--- src/rtl/cda_pkg.sv ---
`timescale 1ns / 1ps
// ----------------------------------------------------------------------------
// cda_pkg: shared types and calendar constants
// Sequencer states, control/status bundles and month/year length helpers.
// ----------------------------------------------------------------------------
package cda_pkg;

  localparam int YEAR_W  = 7;
  localparam int MONTH_W = 4;
  localparam int DAY_W   = 5;

  localparam logic [YEAR_W-1:0]  LAST_YEAR  = 7'd99;
  localparam logic [MONTH_W-1:0] LAST_MONTH = 4'd12;
  localparam logic [MONTH_W-1:0] FIRST_MONTH = 4'd1;
  localparam logic [DAY_W-1:0]   LAST_DAY   = 5'd31;
  localparam logic [15:0]        RANGE_DAYS = 16'd36525;

  // One-hot sequencer states
  typedef enum logic [7:0] {
    S_IDLE     = 8'b0000_0001,
    S_SUM_DAY  = 8'b0000_0010,
    S_SUM_YEAR = 8'b0000_0100,
    S_SUM_MON  = 8'b0000_1000,
    S_RANGE    = 8'b0001_0000,
    S_YEARS    = 8'b0010_0000,
    S_MONTHS   = 8'b0100_0000,
    S_OUT      = 8'b1000_0000
  } cda_state_t;

  // Top level to core
  typedef struct packed {
    logic start;      // item accepted this cycle
    logic slot_free;  // output register can take a result
  } cda_ctl_t;

  // Core to top level
  typedef struct packed {
    logic idle;
    logic done;       // result fields valid, waiting for slot
  } cda_sts_t;

  // Days in month m of year y; 0 for an invalid month
  function automatic logic [DAY_W-1:0] month_days(input logic [YEAR_W-1:0] y,
                                                  input logic [MONTH_W-1:0] m);
    logic [DAY_W-1:0] len;
    case (m)
      4'd1, 4'd3, 4'd5, 4'd7, 4'd8, 4'd10, 4'd12: len = 5'd31;
      4'd4, 4'd6, 4'd9, 4'd11:                    len = 5'd30;
      4'd2:    len = (y[1:0] == 2'b00) ? 5'd29 : 5'd28;
      default: len = 5'd0;
    endcase
    return len;
  endfunction

  // Days in year y
  function automatic logic [8:0] year_len(input logic [YEAR_W-1:0] y);
    return (y[1:0] == 2'b00) ? 9'd366 : 9'd365;
  endfunction

  // Days from year 0 day 1 to the first day of year y
  function automatic logic [15:0] year_start(input logic [YEAR_W-1:0] y);
    logic [15:0] base;
    logic [15:0] leaps;
    base  = 16'(y) * 16'd365;
    leaps = (16'(y) + 16'd3) >> 2;
    return base + leaps;
  endfunction

endpackage

--- src/rtl/cda_alu.sv ---
`timescale 1ns / 1ps
// ----------------------------------------------------------------------------
// cda_alu: shared add / subtract-compare unit
// Adds or subtracts b from a; carry out set on subtract means a >= b.
// ----------------------------------------------------------------------------
module cda_alu #(
  parameter int AW = 17
) (
  input  logic [AW-1:0] a,
  input  logic [AW-1:0] b,
  input  logic          sub,
  output logic [AW-1:0] res,
  output logic          carry
);

  logic [AW:0]   full;
  logic [AW-1:0] b_op;

  // Two's complement subtract via inverted operand and carry in
  assign b_op = sub ? ~b : b;
  assign full = {1'b0, a} + {1'b0, b_op} + {{AW{1'b0}}, sub};
  assign res   = full[AW-1:0];
  assign carry = full[AW];

endmodule

--- src/rtl/cda_core.sv ---
`timescale 1ns / 1ps
// ----------------------------------------------------------------------------
// cda_core: date advance sequencer and datapath
// Builds the day ordinal with the shared unit, checks range, then peels
// whole years and months off it one step per cycle.
// ----------------------------------------------------------------------------
module cda_core
  import cda_pkg::*;
#(
  parameter int COUNT_WIDTH = 16
) (
  input  logic                   clk,
  input  logic                   rst_n,
  input  cda_ctl_t               ctl,
  input  logic [YEAR_W-1:0]      start_year,
  input  logic [MONTH_W-1:0]     start_month,
  input  logic [DAY_W-1:0]       start_day,
  input  logic [COUNT_WIDTH-1:0] day_count,
  output cda_sts_t               sts,
  output logic [YEAR_W-1:0]      result_year,
  output logic [MONTH_W-1:0]     result_month,
  output logic [DAY_W-1:0]       result_day,
  output logic                   ok
);

  localparam int AW = COUNT_WIDTH + 1;

  cda_state_t          state_r, state_nxt;
  logic [AW-1:0]       acc_r, acc_nxt;
  logic [YEAR_W-1:0]   yr_r, yr_nxt;
  logic [MONTH_W-1:0]  mo_r, mo_nxt;
  logic [DAY_W-1:0]    day_r, day_nxt;
  logic [MONTH_W-1:0]  idx_r, idx_nxt;
  logic                ok_r, ok_nxt;

  logic [AW-1:0]       alu_b;
  logic                alu_sub;
  logic [AW-1:0]       alu_res;
  logic                alu_carry;
  logic [MONTH_W-1:0]  len_month;
  logic [DAY_W-1:0]    len_days;
  logic [DAY_W-1:0]    in_maxd;
  logic                in_valid_date;

  // Start date check
  assign in_maxd       = month_days(start_year, start_month);
  assign in_valid_date = (start_year <= LAST_YEAR) && (in_maxd != '0) &&
                         (start_day != '0) && (start_day <= in_maxd);

  // Month length lookup: loop index while summing, current month while peeling
  assign len_month = state_r[3] ? idx_r : mo_r;
  assign len_days  = month_days(yr_r, len_month);

  // Operand select for the shared unit
  always_comb begin
    alu_b   = '0;
    alu_sub = 1'b0;
    case (state_r)
      S_SUM_DAY:  alu_b = AW'(day_r - 5'd1);
      S_SUM_YEAR: alu_b = AW'(year_start(yr_r));
      S_SUM_MON:  alu_b = AW'(len_days);
      S_RANGE: begin
        alu_b   = AW'(RANGE_DAYS);
        alu_sub = 1'b1;
      end
      S_YEARS: begin
        alu_b   = AW'(year_len(yr_r));
        alu_sub = 1'b1;
      end
      S_MONTHS: begin
        alu_b   = AW'(len_days);
        alu_sub = 1'b1;
      end
      default: begin
        alu_b   = '0;
        alu_sub = 1'b0;
      end
    endcase
  end

  cda_alu #(.AW(AW)) u_alu (
    .a     (acc_r),
    .b     (alu_b),
    .sub   (alu_sub),
    .res   (alu_res),
    .carry (alu_carry)
  );

  // Sequencer
  always_comb begin
    state_nxt = state_r;
    acc_nxt   = acc_r;
    yr_nxt    = yr_r;
    mo_nxt    = mo_r;
    day_nxt   = day_r;
    idx_nxt   = idx_r;
    ok_nxt    = ok_r;
    case (state_r)
      S_IDLE: begin
        if (ctl.start) begin
          acc_nxt = AW'(day_count);
          yr_nxt  = start_year;
          mo_nxt  = start_month;
          day_nxt = start_day;
          idx_nxt = FIRST_MONTH;
          ok_nxt  = in_valid_date;
          state_nxt = in_valid_date ? S_SUM_DAY : S_OUT;
        end
      end
      S_SUM_DAY: begin
        acc_nxt   = alu_res;
        state_nxt = S_SUM_YEAR;
      end
      S_SUM_YEAR: begin
        acc_nxt   = alu_res;
        state_nxt = S_SUM_MON;
      end
      // Add lengths of the months before the start month
      S_SUM_MON: begin
        if (idx_r < mo_r) begin
          acc_nxt = alu_res;
          idx_nxt = idx_r + 4'd1;
        end else begin
          state_nxt = S_RANGE;
        end
      end
      // Past the last day: saturate
      S_RANGE: begin
        if (alu_carry) begin
          yr_nxt    = LAST_YEAR;
          mo_nxt    = LAST_MONTH;
          day_nxt   = LAST_DAY;
          ok_nxt    = 1'b0;
          state_nxt = S_OUT;
        end else begin
          yr_nxt    = '0;
          state_nxt = S_YEARS;
        end
      end
      S_YEARS: begin
        if ((yr_r < LAST_YEAR) && alu_carry) begin
          acc_nxt = alu_res;
          yr_nxt  = yr_r + 7'd1;
        end else begin
          mo_nxt    = FIRST_MONTH;
          state_nxt = S_MONTHS;
        end
      end
      S_MONTHS: begin
        if ((mo_r < LAST_MONTH) && alu_carry) begin
          acc_nxt = alu_res;
          mo_nxt  = mo_r + 4'd1;
        end else begin
          day_nxt   = acc_r[DAY_W-1:0] + 5'd1;
          ok_nxt    = 1'b1;
          state_nxt = S_OUT;
        end
      end
      S_OUT: begin
        if (ctl.slot_free) state_nxt = S_IDLE;
      end
      default: state_nxt = S_IDLE;
    endcase
  end

  always_ff @(posedge clk) begin
    if (!rst_n) begin
      state_r <= S_IDLE;
    end else begin
      state_r <= state_nxt;
    end
  end

  // Payload registers, no reset
  always_ff @(posedge clk) begin
    acc_r <= acc_nxt;
    yr_r  <= yr_nxt;
    mo_r  <= mo_nxt;
    day_r <= day_nxt;
    idx_r <= idx_nxt;
    ok_r  <= ok_nxt;
  end

  assign sts.idle    = (state_r == S_IDLE);
  assign sts.done    = (state_r == S_OUT);
  assign result_year  = yr_r;
  assign result_month = mo_r;
  assign result_day   = day_r;
  assign ok           = ok_r;

endmodule

--- src/rtl/calendar_date_advance.sv ---
`timescale 1ns / 1ps
// ----------------------------------------------------------------------------
// calendar_date_advance: add a day count to a date in years 2000..2099
// Returns the advanced date and ok; errors give the start date or saturate.
// ----------------------------------------------------------------------------
// Usage:
//   Input channel in_valid/in_ready carries a start date (year offset,
//   month, day) and a day count. Result channel out_valid/out_ready carries
//   the resulting date and ok. One result per item, in order.
//   From accept the core sums the start day, start year and earlier months,
//   checks range, then steps whole years and then months before out_valid;
//   an invalid start date skips to the result, and an overflowing one
//   saturates after the range check. The next item can be taken in the
//   cycle after a result loads. A single add/subtract unit walks whole
//   years then months one per cycle. One item is in work at a time;
//   in_ready is high only while the sequencer is idle.
//   The result sits in an output register, so a new item is accepted while
//   a finished result waits. If the receiver stalls with a result pending,
//   the next result holds in the core until the register frees up.
//   Synchronous active-low reset clears the sequencer and out_valid.
// ----------------------------------------------------------------------------
module calendar_date_advance
  import cda_pkg::*;
#(
  parameter int COUNT_WIDTH = 16
) (
  input  logic                   clk,
  input  logic                   rst_n,
  input  logic                   in_valid,
  output logic                   in_ready,
  input  logic [YEAR_W-1:0]      in_start_year,
  input  logic [MONTH_W-1:0]     in_start_month,
  input  logic [DAY_W-1:0]       in_start_day,
  input  logic [COUNT_WIDTH-1:0] in_day_count,
  output logic                   out_valid,
  input  logic                   out_ready,
  output logic [YEAR_W-1:0]      out_result_year,
  output logic [MONTH_W-1:0]     out_result_month,
  output logic [DAY_W-1:0]       out_result_day,
  output logic                   out_ok
);

  cda_ctl_t            ctl;
  cda_sts_t            sts;
  logic [YEAR_W-1:0]   core_year;
  logic [MONTH_W-1:0]  core_month;
  logic [DAY_W-1:0]    core_day;
  logic                core_ok;
  logic                out_valid_r, out_valid_nxt;
  logic [YEAR_W-1:0]   year_r;
  logic [MONTH_W-1:0]  month_r;
  logic [DAY_W-1:0]    day_r;
  logic                ok_r;
  logic                load_out;

  assign in_ready      = sts.idle;
  assign ctl.start     = in_valid && sts.idle;
  assign ctl.slot_free = !out_valid_r || out_ready;
  assign load_out      = sts.done && ctl.slot_free;

  cda_core #(.COUNT_WIDTH(COUNT_WIDTH)) u_core (
    .clk          (clk),
    .rst_n        (rst_n),
    .ctl          (ctl),
    .start_year   (in_start_year),
    .start_month  (in_start_month),
    .start_day    (in_start_day),
    .day_count    (in_day_count),
    .sts          (sts),
    .result_year  (core_year),
    .result_month (core_month),
    .result_day   (core_day),
    .ok           (core_ok)
  );

  // Output register valid
  always_comb begin
    out_valid_nxt = out_valid_r;
    if (load_out) begin
      out_valid_nxt = 1'b1;
    end else if (out_ready) begin
      out_valid_nxt = 1'b0;
    end
  end

  always_ff @(posedge clk) begin
    if (!rst_n) begin
      out_valid_r <= 1'b0;
    end else begin
      out_valid_r <= out_valid_nxt;
    end
  end

  // Output payload
  always_ff @(posedge clk) begin
    if (load_out) begin
      year_r  <= core_year;
      month_r <= core_month;
      day_r   <= core_day;
      ok_r    <= core_ok;
    end
  end

  assign out_valid        = out_valid_r;
  assign out_result_year  = year_r;
  assign out_result_month = month_r;
  assign out_result_day   = day_r;
  assign out_ok           = ok_r;

endmodule

--- config.mk ---
export PLATFORM = sky130hd
export DESIGN_NAME = calendar_date_advance
export DESIGN_NICKNAME = d
export VERILOG_FILES = /design/src/rtl/cda_pkg.sv /design/src/rtl/cda_alu.sv /design/src/rtl/cda_core.sv /design/src/rtl/calendar_date_advance.sv
export SDC_FILE = /design/constraint.sdc
export NUM_CORES = 1
export LEC_CHECK = 0
export BUFFER_PORTS_ARGS = -buffer_cell sky130_fd_sc_hd__buf_2
export CAP_MARGIN = 40
export CORE_MARGIN = 3
export CORE_UTILIZATION = 40
export DETAILED_ROUTE_END_ITERATION = 8
export HOLD_SLACK_MARGIN = 0.06
export REMOVE_ABC_BUFFERS = 1
export SKIP_CTS_REPAIR_TIMING = 1
export SLEW_MARGIN = 10
export SYNTH_ARGS = -nofsm -noshare
export SYNTH_HDL_FRONTEND = slang
export SYNTH_HIERARCHICAL = 1
export SYNTH_SLANG_ARGS = --single-unit
--- constraint.sdc ---
create_clock -name clk -period 10.33 [get_ports clk]
set_input_delay 2.066 -clock clk [delete_from_list [all_inputs] [get_ports clk]]
set_output_delay 2.066 -clock clk [all_outputs]
set_load 0.005 [all_outputs]
### Word level (Yosys, flattened, before mapping)

Index checks and enable logic that the tools add are counted.

| operators by class | value |
|---|---|
| $add $sub $neg | 9 |
| multiply operators | 1 |
| $lt $le $gt $ge | 5 |
| equality and inequality tests | 41 |
| multiplexer cells | 44 |
| bitwise operators | 1 |
| reductions and logical operators | 32 |

Operators by type and width:

| cell | number |
|---|---|
| $pmux W17 S5 | 2 |
| $mux W17 | 5 |
| $pmux W8 S8 | 1 |
| $mux W8 | 7 |
| $pmux W5 S3 | 3 |
| $eq A4 B4 Y1 const B | 10 |
| $eq A4 B3 Y1 const B | 8 |
| $mux W4 | 7 |
| $mux W7 | 3 |
| $pmux W7 S3 | 1 |
| $add A17 B17 Y18 | 1 |
| $add A18 B1 Y18 | 1 |
| $not A17 Y17 | 1 |
| $add A16 B14 Y16 | 1 |
| $eq A4 B2 Y1 const B | 4 |
| $mul A7 B9 Y16 const B | 1 |
| $pmux W4 S4 | 1 |
| $mux W5 | 3 |
| $reduce_and A5 Y1 | 3 |
| $reduce_bool A5 Y1 | 3 |
| $reduce_or A7 Y1 | 2 |
| $ne A2 B2 Y1 const B | 5 |
| $add A4 B1 Y4 const B | 2 |
| $add A7 B2 Y8 const B | 1 |
| other kinds (34) | 57 |

| storage, ports and cells | value |
|---|---|
| register bits after elaboration | 64 |
| input port bits | 36 |
| output and inout bits | 19 |
| logic and storage cells | 145 |

### Depth between registers and ports, before layout

| logic depth | value |
|---|---|
| depth after elaboration | 12 |
| gate-level depth with buffers | 30 |
| mapped depth without buffers | 30 |

### Modules after synthesis

The synthesis kept the hierarchy.

Modules (own cells, without submodules):

| module | times used | cells an instance | area each (um^2) | seq. area each (um^2) |
|---|---|---|---|---|
| cda_core | 1 | 498 | 4642.0 | 1301.2 |
| cda_alu | 1 | 141 | 1074.8 | 0.0 |
| calendar_date_advance | 1 | 23 | 574.3 | 530.5 |

### Worst setup path after synthesis

No wires, ideal clock.

| path | value |
|---|---|
| path type | register to register |
| from | register u_core.yr_r[2], in the netlist u_core/result_year[2] |
| to | register u_core.acc_r[0] (enable) |
| arrival | 8.698 ns |
| data required time | 9.845 ns |
| slack | 1.147 ns |
| stages on the path, launching flop included | 26 |
| clock period less this slack | 9.183 ns |
| cells stage by stage | edfxtp_1 ha_1 a21oi_1 nor3_1 fa_1 inv_1 fa_1 fa_1 inv_1 ha_1 o21a_1 o31a_1 o31ai_2 a2111oi_0 or3_1 a31o_2 xor2_1 ha_1 nand3_1 nor4_1 o21ai_2 a21oi_1 or3_1 a21boi_0 o22ai_1 a2111oi_0 |

| on the way | value |
|---|---|
| longest elaborated chain between the ends | 10 |
| elaborated cells between the ends (all ways) | 14 |

Ends and longest elaborated chain:

| what | RTL line | source |
|---|---|---|
| start, declared | cda_core.sv:30 | `logic [YEAR_W-1:0] yr_r, yr_nxt;` |
| start signal, assigned | cda_core.sv:177 | `yr_r <= yr_nxt;` |
| $mul A7 B9 Y16 / $add A7 B2 Y8 (equally long branches) | cda_pkg.sv:64, cda_pkg.sv:65 |  |
| $add A16 B14 Y16 * | cda_pkg.sv:66 | `return base + leaps;` |
| $pmux W17 S5 * | cda_core.sv:58 | `case (state_r)` |
| net u_core.alu_b[12] | cda_core.sv:36 | `logic [AW-1:0] alu_b;` |
| $not A17 Y17 | cda_alu.sv:20 | `assign b_op = sub ? ~b : b;` |
| $mux W17 * | cda_alu.sv:20 |  |
| $add A17 B17 Y18 * | cda_alu.sv:21 | `assign full = {1'b0, a} + {1'b0, b_op} + {{AW{1'b0}}, sub};` |
| $add A18 B1 Y18 * | cda_alu.sv:21 |  |
| net u_core.alu_carry | cda_core.sv:39 | `logic alu_carry;` |
| $logic_and A1 B1 Y1 (on tied branches) | cda_core.sv:141, cda_core.sv:150 |  |
| $ne A2 B1 Y1 (no line) | n/a |  |
| $reduce_and A5 Y1 (no line) * | n/a |  |
| end signal, assigned | cda_core.sv:176 | `acc_r <= acc_nxt;` |
| end, declared | cda_core.sv:29 | `logic [AW-1:0] acc_r, acc_nxt;` |

The timed path passes the listed nets; every way through them passes the cells marked *.
A chain may end at the register's enable or synchronous reset.

### Final worst setup path

| path | value |
|---|---|
| from | register u_core.yr_r[2], in the netlist u_core/result_year[2] |
| to | register u_core.mo_r[2], in the netlist u_core/result_month[2] (enable) |

| on the way | value |
|---|---|
| longest elaborated chain between the ends | 10 |
| elaborated cells between the ends (all ways) | 15 |

Ends and longest elaborated chain:

| what | RTL line | source |
|---|---|---|
| $mul A7 B9 Y16 / $add A7 B2 Y8 (equally long branches) | cda_pkg.sv:64, cda_pkg.sv:65 |  |
| $add A16 B14 Y16 * | cda_pkg.sv:66 |  |
| $pmux W17 S5 * | cda_core.sv:58 |  |
| net u_core.alu_b[12] | cda_core.sv:36 |  |
| $not A17 Y17 | cda_alu.sv:20 |  |
| $mux W17 * | cda_alu.sv:20 |  |
| $add A17 B17 Y18 * | cda_alu.sv:21 |  |
| $add A18 B1 Y18 * | cda_alu.sv:21 |  |
| net u_core.alu_carry | cda_core.sv:39 |  |
| $logic_and A1 B1 Y1 (on tied branches) | cda_core.sv:150, cda_core.sv:141 |  |
| $ne A2 B1 Y1 (no line) / $ne A2 B2 Y1 (equally long branches) | n/a |  |
| $reduce_and A5 Y1 (no line) * | n/a |  |
| end signal, assigned | cda_core.sv:178 | `mo_r <= mo_nxt;` |
| end, declared | cda_core.sv:31 | `logic [MONTH_W-1:0] mo_r, mo_nxt;` |

Marks and branches as above.

==> run_results.csv <==
group,metric,value,unit
clocking,htree_levels,3,
run,cap_violations,0,
timing,worstMarginPinSlew,0.9144,ns
synth,synth.largest_area_cell,"edfxtp_1",
timing,maxSlewViolCount,0,
timing,finalSetupViolCount,0,
timing,clock.fmax,127.7,MHz
layout,stdcell_count,929,
grt,grt_pass1_wl,25.52,mm
detailed_routing,drcViolationCount,0,
timing,min_period,7.829,ns
grt,grt_max_degree,18,
detailed_routing,first_pass_iters,4,
floorplan,die_h,131.4,microns
floorplan,initial_core_util,0.4108,
floorplan,die_w,131.4,microns
timing,tns,0,ns
worst_setup_path,slowest_delay,0.65,ns
layout,multi_input_area,0.004126,sq mm
detailed_routing,ant_nets,0,
floorplan,rows,45,
worst_setup_path,timing.reg2reg.setup_slack,2.50,ns
layout,drive_above_1_share,0.1630,
min_path,hold_path_class,"flip-flop to flip-flop",
synth,netlist.area_leader.share,0.2625,
layout,fin_nets,843,
worst_setup_path,r2r-end,"u_core/result_month[2]$_DFFE_PP_",
placed_design,gp_congestion,0.8850,
layout,syn_to_final_growth,12.51,%
clocking,clk_pin_slew,0.06,ns
worst_setup_path,crit_buf_inv,3,
placed_design,dp.cells,913,
clocking,cts-root-buf,"clkbuf_16",
worst_setup_path,critPathSlowestCell,"a2111oi_0",
synth,syn_area,0.006291,sq mm
clocking,clock_latency,0.35,ns
grt,grt_overflow,0,
detailed_routing,wl_per_cell,16.64,microns
grt,grt_pass1_vias,4991,
min_path,min_path_cells,0,
synth,synth_area_per_cell,9.503,sq um
worst_setup_path,critPathLaunchType,"flip-flop",
worst_setup_path,path_class,"flip-flop to flip-flop",
timing,clock_skew,0.01251,ns
floorplan,coreArea,0.01531,sq mm
floorplan,die_area,0.01727,sq mm
grt,antenna_found_initial,0,
synth,synth_edf_count,55,
synth,synth_cell_type_count,80,
placed_design,numPortBuffers,54,
worst_setup_path,cpLargestDelayFamily,"compound AO/OA/AOI/OAI gates",
layout,fin_util,0.4622,
synth,synth_flop_cell,"edfxtp_1",
detailed_routing,routed_wl,15.46,mm
worst_setup_path,path_max_fanout,10,
synth,async_flop_share,0,
clocking,cts_sinks,64,
layout,layout.area.seq,0.001832,sq mm
worst_setup_path,timing.rr.start,"u_core/result_year[2]$_DFFE_PP_",
detailed_routing,drt_iter0_drc,324,
floorplan,ios,55,
grt,globalRouteTotalUtil,0.1813,
layout,final_cell_mix,"ha_1, inv_1, edfxtp_1, buf_2, nor2_1",
worst_setup_path,critPathArrivalTime,7.88,ns
placed_design,dp_hpwl,12.24,mm
detailed_routing,vias,5026,
timing,relSlewSlack,0.3867,
clocking,cts_tree,"done",
timing,min_period_over_period,0.7579,
worst_setup_path,critPathCaptureType,"flip-flop",
synth,yosysWarningCount,6,
synth,yosys_register_bits,64,
synth,ys_seq_area_frac,0.2912,
synth,ys_top_cells_by_area,"edfxtp_1, ha_1, fa_1",
synth,syn_inst,662,
clocking,cts_made_buffers,9,
min_path,holdPathEnd,"out_ok$_DFFE_PP_",
worst_setup_path,cp.required,10.39,ns
layout,final_common_cell,"ha_1",
timing,hold_ws,0.4625,ns
worst_setup_path,ff2ff_path_depth,26,
detailed_routing,routed_via_density,5.410,
status,status,"finished, final reports clean",
clocking,clk_path_buf_depth,2,
layout,diodes,0,
timing,finalHoldViolCount,0,
layout,fillerInstances,1520,
timing,rsz0062_at_grt,"false",
min_path,hp-start,"u_core/ok$_DFFE_PP_",
[worst max path at each step]
stage | to | slack, ns | from | cells past startpoint
after floorplan | u_core/acc_r[0]$_DFFE_PP_ | 1.11 | u_core/result_year[2]$_DFFE_PP_ | 25
after global routing | u_core/result_month[3]$_DFFE_PP_ | 1.91 | u_core/result_year[2]$_DFFE_PP_ | 26
final | u_core/result_month[2]$_DFFE_PP_ | 2.50 | u_core/result_year[2]$_DFFE_PP_ | 26
after detailed placement | u_core/result_month[3]$_DFFE_PP_ | 2.58 | u_core/result_year[2]$_DFFE_PP_ | 26
after CTS | u_core/result_month[3]$_DFFE_PP_ | 2.52 | u_core/result_year[2]$_DFFE_PP_ | 26
after global placement | u_core/result_month[1]$_DFFE_PP_ | 2.79 | u_core/result_year[2]$_DFFE_PP_ | 26
[cell usage after synthesis (all sizes together) (5+ instances only)]
master    n
a2111oi   5
a211oi    9
a21o     10
a21oi    31
a31oi     5
and2      6
and3      7
buf       5
clkbuf   13
dfxtp     9
edfxtp   55
fa       20
ha       74
inv      67
mux2     18
nand2    39
nand2b    6
nand3    20
nand4b    5
nor2     53
nor2b     8
nor3     14
nor4      5
o211ai    9
o21a      6
o21ai    40
o22ai     5
or3       5
xnor2    22
xor2     35
[final cells by class]
cell class | instances | share of cell area
Tap cell | 211 | 0.03730
Clock buffer | 9 | 0.03182
Inverter | 67 | 0.03553
Multi-Input combinational cell | 513 | 0.5830
Sequential cell | 64 | 0.2588
Clock inverter | 7 | 0.01008
Timing Repair Buffer | 58 | 0.04349
[stage by stage]
stage,cell area [sq um],worst slack (ns)
finish,7078,2.501
global route,7078,1.908
detailed placement,6782,2.579
global placement,6766,2.791
CTS,7078,2.517
floorplan,6203,1.112
[sequential cells by signal (all words and copies together) (netlist names)]
signal and cells:
u_core/result_day 5, out_valid 1, out_result_year 7, u_core/state_r 8, out_result_month 4, out_result_day 5
u_core/ok 1, u_core/result_year 7, u_core/idx_r 4, out_ok 1, u_core/acc_r 17, u_core/result_month 4
[cells by family (layout without fill, tap and decap cells)]
kind of cell / count (synthesis) / in the layout / synth area share
flip-flops: 64 / 64 / 0.2912
AO/OA/AOI/OAI: 157 / 157 / 0.1716
multiplexers: 21 / 21 / 0.03759
adder cells (fa/ha/maj): 94 / 94 / 0.2108
AND/OR/NAND/NOR: 184 / 184 / 0.1555
buffers and inverters: 85 / 141 / 0.05390
XOR/XNOR: 57 / 57 / 0.07935
[worst register-to-register path, cell delays in order, from the launching register on]
cell and delay [ns]:
edfxtp_1 0.55, ha_1 0.33, a21oi_1 0.25, nor3_1 0.10
fa_1 0.49, inv_1 0.05, fa_1 0.46, fa_1 0.55
inv_1 0.04, ha_1 0.32, o21a_1 0.19, o31a_1 0.13
o31ai_2 0.28, a2111oi_0 0.17, or3_1 0.34, a31o_2 0.25
xor2_1 0.14, ha_1 0.43, nand3_1 0.12, nor4_1 0.27
o21ai_2 0.14, a21oi_1 0.16, or3_1 0.26, a21boi_0 0.39
o22ai_1 0.19, a2111oi_0 0.65, buf_4 0.26
[metal layers]
layer / up-vias / routed length (microns) / GRT usage / part of all wire
met1: 2382 / 7759 / 0.2597 / 0.50
met5: - / 0 / 0 / 0
met2: 104 / 6857 / 0.2791 / 0.44
met3: 22 / 607 / 0.03216 / 0.039
li1: 2518 / - / - / -
met4: 0 / 239 / 0.05659 / 0.015
Power is left out: the tool's default activity adds up to more than one toggle a clock period on the data nets, which glitch-free logic cannot reach.
